File: src/rtl/srec_pkg.sv
`timescale 1ns / 1ps
`default_nettype none

package srec_pkg;

  localparam logic [7:0] CharNl   = 8'h0A;
  localparam logic [7:0] CharS    = 8'h53;
  localparam logic [7:0] Char0    = 8'h30;
  localparam logic [7:0] Char9    = 8'h39;
  localparam logic [7:0] CharA    = 8'h41;
  localparam logic [7:0] CharF    = 8'h46;
  localparam logic [7:0] HexAlpha = 8'd10;

  localparam int unsigned TdataW = 72;

  typedef enum logic [2:0] {
    ST_OK     = 3'd0,
    ST_CSUM   = 3'd1,
    ST_SYNTAX = 3'd2,
    ST_COUNT  = 3'd3,
    ST_IGNORE = 3'd4
  } status_e;

  typedef enum logic [7:0] {
    PH_WAIT_S = 8'b0000_0001,
    PH_TYPE   = 8'b0000_0010,
    PH_COUNT  = 8'b0000_0100,
    PH_ADDR   = 8'b0000_1000,
    PH_DATA   = 8'b0001_0000,
    PH_CSUM   = 8'b0010_0000,
    PH_DONE   = 8'b0100_0000,
    PH_SKIP   = 8'b1000_0000
  } phase_e;

  typedef struct packed {
    logic        is_status;
    logic [31:0] word_address;
    logic [31:0] data_word;
    status_e     line_status;
    logic [3:0]  record_kind;
  } res_t;

endpackage

`default_nettype wire

File: src/rtl/srec_hex_dec.sv
`timescale 1ns / 1ps
`default_nettype none

module srec_hex_dec (
  input  logic [7:0] char_i,
  output logic       is_hex_o,
  output logic [3:0] nib_o
);

  logic [7:0] alpha_off;

  assign alpha_off = char_i - srec_pkg::CharA + srec_pkg::HexAlpha;

  always_comb begin
    is_hex_o = 1'b0;
    nib_o    = 4'd0;
    if (char_i >= srec_pkg::Char0 && char_i <= srec_pkg::Char9) begin
      is_hex_o = 1'b1;
      nib_o    = char_i[3:0];
    end else if (char_i >= srec_pkg::CharA && char_i <= srec_pkg::CharF) begin
      is_hex_o = 1'b1;
      nib_o    = alpha_off[3:0];
    end
  end

endmodule

`default_nettype wire

File: src/rtl/srec_core.sv
`timescale 1ns / 1ps
`default_nettype none

module srec_core (
  input  logic             clk_i,
  input  logic             rst_ni,
  input  logic             fire_i,
  input  logic [7:0]       char_i,
  input  logic             is_hex_i,
  input  logic [3:0]       nib_i,
  output logic             res_valid_o,
  output srec_pkg::res_t   res_o
);

  srec_pkg::phase_e  phase_q, phase_d;
  srec_pkg::status_e err_q, err_d;
  logic [8:0]  pos_q, pos_d;
  logic [3:0]  type_q, type_d;
  logic [3:0]  ad_q, ad_d;
  logic [7:0]  bc_q, bc_d;
  logic [31:0] addr_q, addr_d;
  logic [31:0] word_q, word_d;
  logic [3:0]  wn_q, wn_d;
  logic [7:0]  sum_q, sum_d;
  logic [3:0]  high_q, high_d;
  logic [7:0]  csum_q, csum_d;

  logic [8:0]  pos_new;
  logic [7:0]  bc_new;
  logic [7:0]  bc_min;
  logic [7:0]  data_bytes;
  logic [8:0]  data_total;
  logic [31:0] word_new;
  logic [3:0]  wn_new;
  logic [3:0]  pad_n;
  logic [4:0]  pad_sh;
  logic [31:0] word_pad;
  logic        last_digit;
  logic        type_data;

  assign pos_new    = pos_q + 9'd1;
  assign bc_new     = {bc_q[3:0], nib_i};
  assign bc_min     = {5'd0, ad_q[3:1]} + 8'd1;
  assign data_bytes = bc_q - 8'd1 - {5'd0, ad_q[3:1]};
  assign data_total = {data_bytes, 1'b0};
  assign word_new   = {word_q[27:0], nib_i};
  assign wn_new     = wn_q + 4'd1;
  assign pad_n      = 4'd8 - wn_new;
  assign pad_sh     = {pad_n[2:0], 2'b00};
  assign word_pad   = wn_new[3] ? word_new : (word_new << pad_sh);
  assign last_digit = (pos_new == data_total);
  assign type_data  = (type_q >= 4'd1) && (type_q <= 4'd3);

  always_comb begin
    phase_d = phase_q;
    err_d   = err_q;
    pos_d   = pos_q;
    type_d  = type_q;
    ad_d    = ad_q;
    bc_d    = bc_q;
    addr_d  = addr_q;
    word_d  = word_q;
    wn_d    = wn_q;
    sum_d   = sum_q;
    high_d  = high_q;
    csum_d  = csum_q;
    res_valid_o = 1'b0;
    res_o       = '0;

    if (fire_i) begin
      if (char_i == srec_pkg::CharNl) begin
        res_valid_o       = 1'b1;
        res_o.is_status   = 1'b1;
        res_o.record_kind = type_q;
        if (err_q != srec_pkg::ST_OK) begin
          res_o.line_status = err_q;
        end else if (phase_q != srec_pkg::PH_DONE) begin
          res_o.line_status = srec_pkg::ST_SYNTAX;
        end else if (csum_q != ~sum_q) begin
          res_o.line_status = srec_pkg::ST_CSUM;
        end else if (!type_data) begin
          res_o.line_status = srec_pkg::ST_IGNORE;
        end else begin
          res_o.line_status = srec_pkg::ST_OK;
        end
        phase_d = srec_pkg::PH_WAIT_S;
        err_d   = srec_pkg::ST_OK;
        pos_d   = '0;
        type_d  = '0;
        ad_d    = '0;
        bc_d    = '0;
        addr_d  = '0;
        word_d  = '0;
        wn_d    = '0;
        sum_d   = '0;
        high_d  = '0;
        csum_d  = '0;
      end else if (phase_q == srec_pkg::PH_WAIT_S) begin
        if (char_i == srec_pkg::CharS) begin
          phase_d = srec_pkg::PH_TYPE;
        end else begin
          err_d   = srec_pkg::ST_SYNTAX;
          phase_d = srec_pkg::PH_SKIP;
        end
      end else if (phase_q != srec_pkg::PH_SKIP && phase_q != srec_pkg::PH_DONE) begin
        if (!is_hex_i) begin
          err_d   = (phase_q == srec_pkg::PH_DATA) ? srec_pkg::ST_COUNT
                                                    : srec_pkg::ST_SYNTAX;
          phase_d = srec_pkg::PH_SKIP;
        end else begin
          if (phase_q == srec_pkg::PH_COUNT || phase_q == srec_pkg::PH_ADDR ||
              phase_q == srec_pkg::PH_DATA) begin
            if (!pos_q[0]) begin
              high_d = nib_i;
            end else begin
              sum_d = sum_q + {high_q, nib_i};
            end
          end
          unique case (phase_q)
            srec_pkg::PH_TYPE: begin
              type_d = nib_i;
              case (nib_i) inside
                4'd1, 4'd5, 4'd9: ad_d = 4'd4;
                4'd2, 4'd6, 4'd8: ad_d = 4'd6;
                default:          ad_d = 4'd8;
              endcase
              pos_d   = '0;
              phase_d = srec_pkg::PH_COUNT;
            end
            srec_pkg::PH_COUNT: begin
              bc_d  = bc_new;
              pos_d = pos_new;
              if (pos_new == 9'd2) begin
                pos_d = '0;
                if (bc_new < bc_min) begin
                  err_d   = srec_pkg::ST_COUNT;
                  phase_d = srec_pkg::PH_SKIP;
                end else begin
                  phase_d = srec_pkg::PH_ADDR;
                end
              end
            end
            srec_pkg::PH_ADDR: begin
              addr_d = {addr_q[27:0], nib_i};
              pos_d  = pos_new;
              if (pos_new == {5'd0, ad_q}) begin
                pos_d   = '0;
                phase_d = (data_total != 9'd0) ? srec_pkg::PH_DATA : srec_pkg::PH_CSUM;
              end
            end
            srec_pkg::PH_DATA: begin
              pos_d  = pos_new;
              word_d = word_new;
              wn_d   = wn_new;
              if (wn_new[3] || last_digit) begin
                if (type_data) begin
                  res_valid_o        = 1'b1;
                  res_o.word_address = addr_q;
                  res_o.data_word    = word_pad;
                  res_o.record_kind  = type_q;
                end
                addr_d = addr_q + 32'd4;
                word_d = '0;
                wn_d   = '0;
              end
              if (last_digit) begin
                pos_d   = '0;
                phase_d = srec_pkg::PH_CSUM;
              end
            end
            srec_pkg::PH_CSUM: begin
              csum_d = {csum_q[3:0], nib_i};
              pos_d  = pos_new;
              if (pos_new == 9'd2) begin
                pos_d   = '0;
                phase_d = srec_pkg::PH_DONE;
              end
            end
            default: begin
              phase_d = phase_q;
            end
          endcase
        end
      end
    end
  end

  always_ff @(posedge clk_i or negedge rst_ni) begin
    if (!rst_ni) begin
      phase_q <= srec_pkg::PH_WAIT_S;
      err_q   <= srec_pkg::ST_OK;
      pos_q   <= '0;
      type_q  <= '0;
      ad_q    <= '0;
      bc_q    <= '0;
      addr_q  <= '0;
      word_q  <= '0;
      wn_q    <= '0;
      sum_q   <= '0;
      high_q  <= '0;
      csum_q  <= '0;
    end else begin
      phase_q <= phase_d;
      err_q   <= err_d;
      pos_q   <= pos_d;
      type_q  <= type_d;
      ad_q    <= ad_d;
      bc_q    <= bc_d;
      addr_q  <= addr_d;
      word_q  <= word_d;
      wn_q    <= wn_d;
      sum_q   <= sum_d;
      high_q  <= high_d;
      csum_q  <= csum_d;
    end
  end

  // newline always closes the line with a status
  assert property (@(posedge clk_i) disable iff (!rst_ni)
    (fire_i && char_i == srec_pkg::CharNl) |-> (res_valid_o && res_o.is_status))
    else $error("newline without status result");

  assert property (@(posedge clk_i) disable iff (!rst_ni)
    (fire_i && char_i == srec_pkg::CharNl) |=> (phase_q == srec_pkg::PH_WAIT_S &&
                                                 err_q == srec_pkg::ST_OK))
    else $error("line state not cleared after newline");

  assert property (@(posedge clk_i) disable iff (!rst_ni)
    (err_q != srec_pkg::ST_OK) |-> (phase_q == srec_pkg::PH_SKIP))
    else $error("error recorded outside skip phase");

  assert property (@(posedge clk_i) disable iff (!rst_ni)
    (wn_q < 4'd8))
    else $error("word nibble count overflow");

endmodule

`default_nettype wire

File: src/rtl/srec_out_reg.sv
`timescale 1ns / 1ps
`default_nettype none

module srec_out_reg (
  input  logic           clk_i,
  input  logic           rst_ni,
  input  logic           load_i,
  input  srec_pkg::res_t res_i,
  input  logic           ready_i,
  output logic           room_o,
  output logic           valid_o,
  output srec_pkg::res_t res_o
);

  logic           valid_q, valid_d;
  srec_pkg::res_t res_q;

  assign room_o  = !valid_q || ready_i;
  assign valid_d = load_i || (valid_q && !ready_i);
  assign valid_o = valid_q;
  assign res_o   = res_q;

  always_ff @(posedge clk_i or negedge rst_ni) begin
    if (!rst_ni) begin
      valid_q <= 1'b0;
    end else begin
      valid_q <= valid_d;
    end
  end

  always_ff @(posedge clk_i) begin
    if (load_i) begin
      res_q <= res_i;
    end
  end

endmodule

`default_nettype wire

File: src/rtl/srec_line_parse_check_unit.sv
`timescale 1ns / 1ps
`default_nettype none

// S-record line checker: takes one ASCII character per transaction and emits
// a 32-bit data word for every eight data digits (or the zero-padded tail of
// the data field) of type 1 to 3 records, plus one status transaction on each
// newline (0 ok, 1 checksum, 2 syntax, 3 byte count, 4 ignored record type).
// One character is taken every cycle while the output side keeps up; a result
// is worked out from the character held in the input register and is then held
// in the output register. The combinational parse step between those registers
// sets the rate.
module srec_line_parse_check_unit (
  input  logic        clk_i,
  input  logic        rst_ni,
  input  logic        s_axis_tvalid_i,
  output logic        s_axis_tready_o,
  input  logic [7:0]  s_axis_tdata_i,  // [7:0] char_in
  output logic        m_axis_tvalid_o,
  input  logic        m_axis_tready_i,
  output logic [srec_pkg::TdataW-1:0] m_axis_tdata_o,
  // [31:0] word_address, [63:32] data_word, [66:64] line_status,
  // [70:67] record_kind, [71] zero
  output logic        m_axis_tuser_o   // [0] is_status
);

  logic           in_valid_q, in_valid_d;
  logic [7:0]     char_q;
  logic           in_take;
  logic           fire;
  logic           out_room;
  logic           is_hex;
  logic [3:0]     nib;
  logic           res_valid;
  srec_pkg::res_t res;
  srec_pkg::res_t out_res;

  assign fire            = in_valid_q && out_room;
  assign s_axis_tready_o = !in_valid_q || fire;
  assign in_take         = s_axis_tvalid_i && s_axis_tready_o;
  assign in_valid_d      = in_take || (in_valid_q && !fire);

  always_ff @(posedge clk_i or negedge rst_ni) begin
    if (!rst_ni) begin
      in_valid_q <= 1'b0;
    end else begin
      in_valid_q <= in_valid_d;
    end
  end

  always_ff @(posedge clk_i) begin
    if (in_take) begin
      char_q <= s_axis_tdata_i;
    end
  end

  srec_hex_dec u_hex_dec (
    .char_i   (char_q),
    .is_hex_o (is_hex),
    .nib_o    (nib)
  );

  srec_core u_core (
    .clk_i       (clk_i),
    .rst_ni      (rst_ni),
    .fire_i      (fire),
    .char_i      (char_q),
    .is_hex_i    (is_hex),
    .nib_i       (nib),
    .res_valid_o (res_valid),
    .res_o       (res)
  );

  srec_out_reg u_out_reg (
    .clk_i   (clk_i),
    .rst_ni  (rst_ni),
    .load_i  (res_valid),
    .res_i   (res),
    .ready_i (m_axis_tready_i),
    .room_o  (out_room),
    .valid_o (m_axis_tvalid_o),
    .res_o   (out_res)
  );

  assign m_axis_tuser_o = out_res.is_status;
  assign m_axis_tdata_o = {1'b0, out_res.record_kind, out_res.line_status,
                           out_res.data_word, out_res.word_address};

endmodule

`default_nettype wire
File: config.mk
export PLATFORM = sky130hd
export DESIGN_NAME = srec_line_parse_check_unit
export DESIGN_NICKNAME = d
export VERILOG_FILES = /design/src/rtl/srec_pkg.sv /design/src/rtl/srec_hex_dec.sv /design/src/rtl/srec_core.sv /design/src/rtl/srec_out_reg.sv /design/src/rtl/srec_line_parse_check_unit.sv
export SDC_FILE = /design/constraint.sdc
export NUM_CORES = 1
export LEC_CHECK = 0
export BUFFER_PORTS_ARGS = -buffer_cell sky130_fd_sc_hd__buf_2
export CORE_ASPECT_RATIO = 0.9
export CORE_MARGIN = 2
export CORE_UTILIZATION = 25
export CTS_BUF_LIST = sky130_fd_sc_hd__clkbuf_16
export CTS_CLUSTER_DIAMETER = 80
export DETAILED_ROUTE_END_ITERATION = 10
export PLACE_DENSITY = 0.42
export SLEW_MARGIN = 40
export SYNTH_ARGS = -nofsm -noshare
export SYNTH_HDL_FRONTEND = slang
export SYNTH_SLANG_ARGS = --single-unit
File: constraint.sdc
create_clock -name clk_i -period 11.4 [get_ports clk_i]
set_input_delay 1.14 -clock clk_i [delete_from_list [all_inputs] [get_ports clk_i]]
set_output_delay 1.14 -clock clk_i [all_outputs]
set_load 0.005 [all_outputs]
==> key figures <==
Critical path
  • Critical path arrival: slightly below 5 ns
  • CP Class: flop to flop
  • CP dominant cell by count: inv_1
  • CP max stage delay: 0.65 ns
  • Crit path max fanout: 41
  • Cells along the critical path: inv_1 -> ha_1 -> inv_1 -> fa_1 -> nor2b_1 -> nor4_1 -> or4_1 -> a221oi_4 -> a31oi_4 -> nor2_4 -> nand3_4 -> a21oi_4 -> buf_4
  • Crit end category: flop
  • Slowest-stage cell, CP: a21oi_4
  • Type of origin of the critical path: flop
  • Req. time, crit path: 11.50 ns

Floorplanning
  • Die W: 227 um
  • Die H: 205 um
  • Initial core utilization: 0.253
  • Core area: roughly 0.044 mm2
  • # rows: 73
  • DIE AREA: roughly 0.046 mm2
  • Ports: 87

Placed design
  • Placer congestion estimate: roughly 0.76
  • Placed standard-cell area: ~0.012 mm2
  • # placed instances: 1710
  • Pre-CTS WS: around 6.5 ns
  • Port Buffers: 85
  • Post-DP HPWL: around 23 mm

Clock network
  • CTS tree: done
  • Clock slew at reported path FFs: 0.08 ns
  • Clock sinks: 200
  • Setup Buffers After CTS: 0
  • Clk_lat worst skew: 0.46 ns
  • Root buf cell: clkbuf_16
  • CTS Hold Buffers Added: 0
  • Post-CTS sizing: 0
  • H-tree depth: 4
  • Clock Path Buffers: 2
  • TritonCTS Buffers: 17

Cells and area
  • Finished Layout Cells: 1742
  • Synthesis-to-layout area growth: 14.8%
  • Ant diodes: 0
  • Share of post-route cells with drive strength above 1: 0.178
  • Final Cell Area: about 0.013 mm2
  • Final nets: 1165

Synth
  • Synthesized area per cell: between 10 and 15 um2
  • Post-synth ARST share: 0.600
  • Number of synthesized flops with an enable pin: 80
  • Count leader, synth: dfrtp_1
  • Mapped Area: 0.0112 mm2
  • Seq cells post-synth: 200
  • Most common flop cell mapped by yosys: dfrtp_1
  • Commonest cells in the synthesized netlist: dfrtp_1 (119), nand2_1 (89), edfxtp_1 (80)
  • Largest family of logic cells by synthesized area: compound AO/OA/AOI/OAI gates
  • Simple-Gate Fraction of Synth Area: 0.169
  • Net Count, Synth: 1108
  • Mux share of post-synthesis cell area: 0.0578
  • Area share of the largest cell type after synthesis: 0.266
  • Post-Syn Instances: 1072
  • Sequential share of the synthesized area: 0.483
  • Compound-Gate Fraction of Synth Area: 0.189
  • Adder-Cell Fraction of Synth Area: 0.0282
  • Synth top area cells: dfrtp_1 (27%), edfxtp_1 (21%), mux4_2 (3.8%)
  • Area leader, netlist: dfrtp_1
  • Yosys Warn Count: 0
  • Yosys cell types: 91
  • Xor/xnor share of the synthesized area: 0.0310

GRT
  • First-pass GRT wire length: 51.3 mm
  • Grt ovf: 0
  • Number of global-route vias before repair: 8310
  • Tot GR Track Use: 0.145
  • Largest net degree at the start of global routing: 68
  • Initial antenna violation count: 0

Timing
  • Max-slew violations: 0
  • Slew @ Worst Pin: 0.856 ns
  • Headroom to the max-slew limit: 0.428
  • Clock Skews: between 0.015 and 0.02 ns
  • Final Critical Period: a little under 5 ns
  • Setup_tns: 0 ns
  • Final Hold Fails: 0
  • Final worst slack: between 6 and 7 ns
  • Final setup violation count: 0
  • Fin crit share: 0.424
  • RSZ-0062 raised after global routing: no
  • Max frequency: 207 MHz

Detailed routing
  • Post-route ant nets: 0
  • WL final: 32.6 mm
  • Via density: 4.97
  • Wire per inst: 18.7 um
  • Detailed Route Iter0 Violations: just over 800
  • Routed vias: between 8k and 9k
  • Max layer used: met4
  • M1 WL: 15.9 mm
  • Wire length on met3: 1.30 mm
  • DRC: 0
  • Met2 WL post-DR: 14.8 mm
  • DR pass1 iterations: 5

Pwr
  • Pwr Total: 1.43 mW
  • Peak VDD IR: about 0.00011 V
  • Pwr Density: 112 mW/mm2
  • Lkg Pwr: 5.19 nW

Hold path
  • HP Class: flop to flop

Outcome
  • Status: completed

Run
  • Max-Cap Viols: 0
[critical path: cells and delay by family, from the launching register on]
family                     cells  cell delay, ns
adders and majority gates      2            0.56
DFF                            1            0.45
buffers and inverters          3            0.65
and+or+nand+nor                5            1.49
AOI/OAI and AO/OA              3            1.29
[state kept, by name, indices dropped and copies added (netlist names), 2 cells and up]
name,flops
u_core.bc_q,8
u_core.csum_q,8
u_core.err_q,2
u_core.phase_q,8
u_core.type_q,4
u_core.addr_q,32
u_core.wn_q,4
u_core.high_q,4
u_core.sum_q,8
char_q,8
u_core.ad_q,3
u_core.word_q,28
u_out_reg.res_o,72
u_core.pos_q,9
[metal layers]
| metal | up-vias | GRT usage |
|---|---|---|
| li1 | 4139 | - |
| met1 | 4295 | 0.211 |
| met2 | 196 | 0.217 |
| met3 | 26 | 0.0283 |
| met4 | 0 | 0.0425 |
| met5 | - | 0 |
[worst paths after layout]
check / depth (start not counted) / to / slack [ns] / start
hold / removal: 2 / u_core.type_q[1]$_DFFE_PN0P_ / 0.50 / u_core.type_q[1]$_DFFE_PN0P_
hold reg to reg: 2 / u_core.type_q[1]$_DFFE_PN0P_ / 0.50 / u_core.type_q[1]$_DFFE_PN0P_
min in group asynchronous: 1 / u_core.sum_q[5]$_DFFE_PN0P_ / 0.65 / rst_ni
setup reg to reg: 13 / u_out_reg.res_o[22]$_SDFFCE_PP0P_ / 6.56 / u_core.ad_q[1]$_DFFE_PN0P_
setup / recovery: 13 / u_out_reg.res_o[22]$_SDFFCE_PP0P_ / 6.56 / u_core.ad_q[1]$_DFFE_PN0P_
max in group asynchronous: 2 / u_core.addr_q[14]$_DFFE_PN0P_ / 9.69 / rst_ni
[cells in the final DEF, fill, tap and decap left out, drive strengths merged, types with 19 or more instances in the layout]
cell    Yosys  final
nor3       41     41
nor2       72     72
dfrtp     119    119
nand2      89     89
mux4       19     19
buf        26    103
ha         22     22
edfxtp     80     80
nand3      30     30
o21ai      81     81
and2       37     37
inv        37     45
a22o       34     34
xnor2      21     21
a21oi      56     56
[cells by family (layout without fill, tap and decap cells)]
family	after synthesis	after routing
AO/OA/AOI/OAI	306	306
other	1	1
buffers and inverters	105	175
flip-flops	200	200
adder cells (fa/ha/maj)	24	24
multiplexers	39	39
XOR/XNOR	36	36
AND/OR/NAND/NOR	361	361
[per-stage QoR]
| stage | util | hold WS (ns) |
|---|---|---|
| after global placement | 0.276 | 0.468 |
| after CTS | 0.290 | 0.495 |
| after global routing | 0.290 | 0.506 |
| after detailed placement | 0.277 | 0.477 |
| final | 0.290 | 0.496 |
| after floorplan | - | 0.450 |
[cell type report]
cell class                      count  area (um2)
Multi-Input combinational cell    767        5390
Clock inverter                     15         145
Tap cell                          600         751
Fill cell                        4658       31400
Inverter                           40         150
Timing Repair Buffer              103         574
Sequential cell                   200        5410
Clock buffer                       17         425
[report_power, final]
group / switching [mW] / internal, mW
Clock: 0.302 / 0.307
Combinational: 0.0410 / 0.0218
Sequential: 0.0101 / 0.752
(Power assumes the default switching activity.)
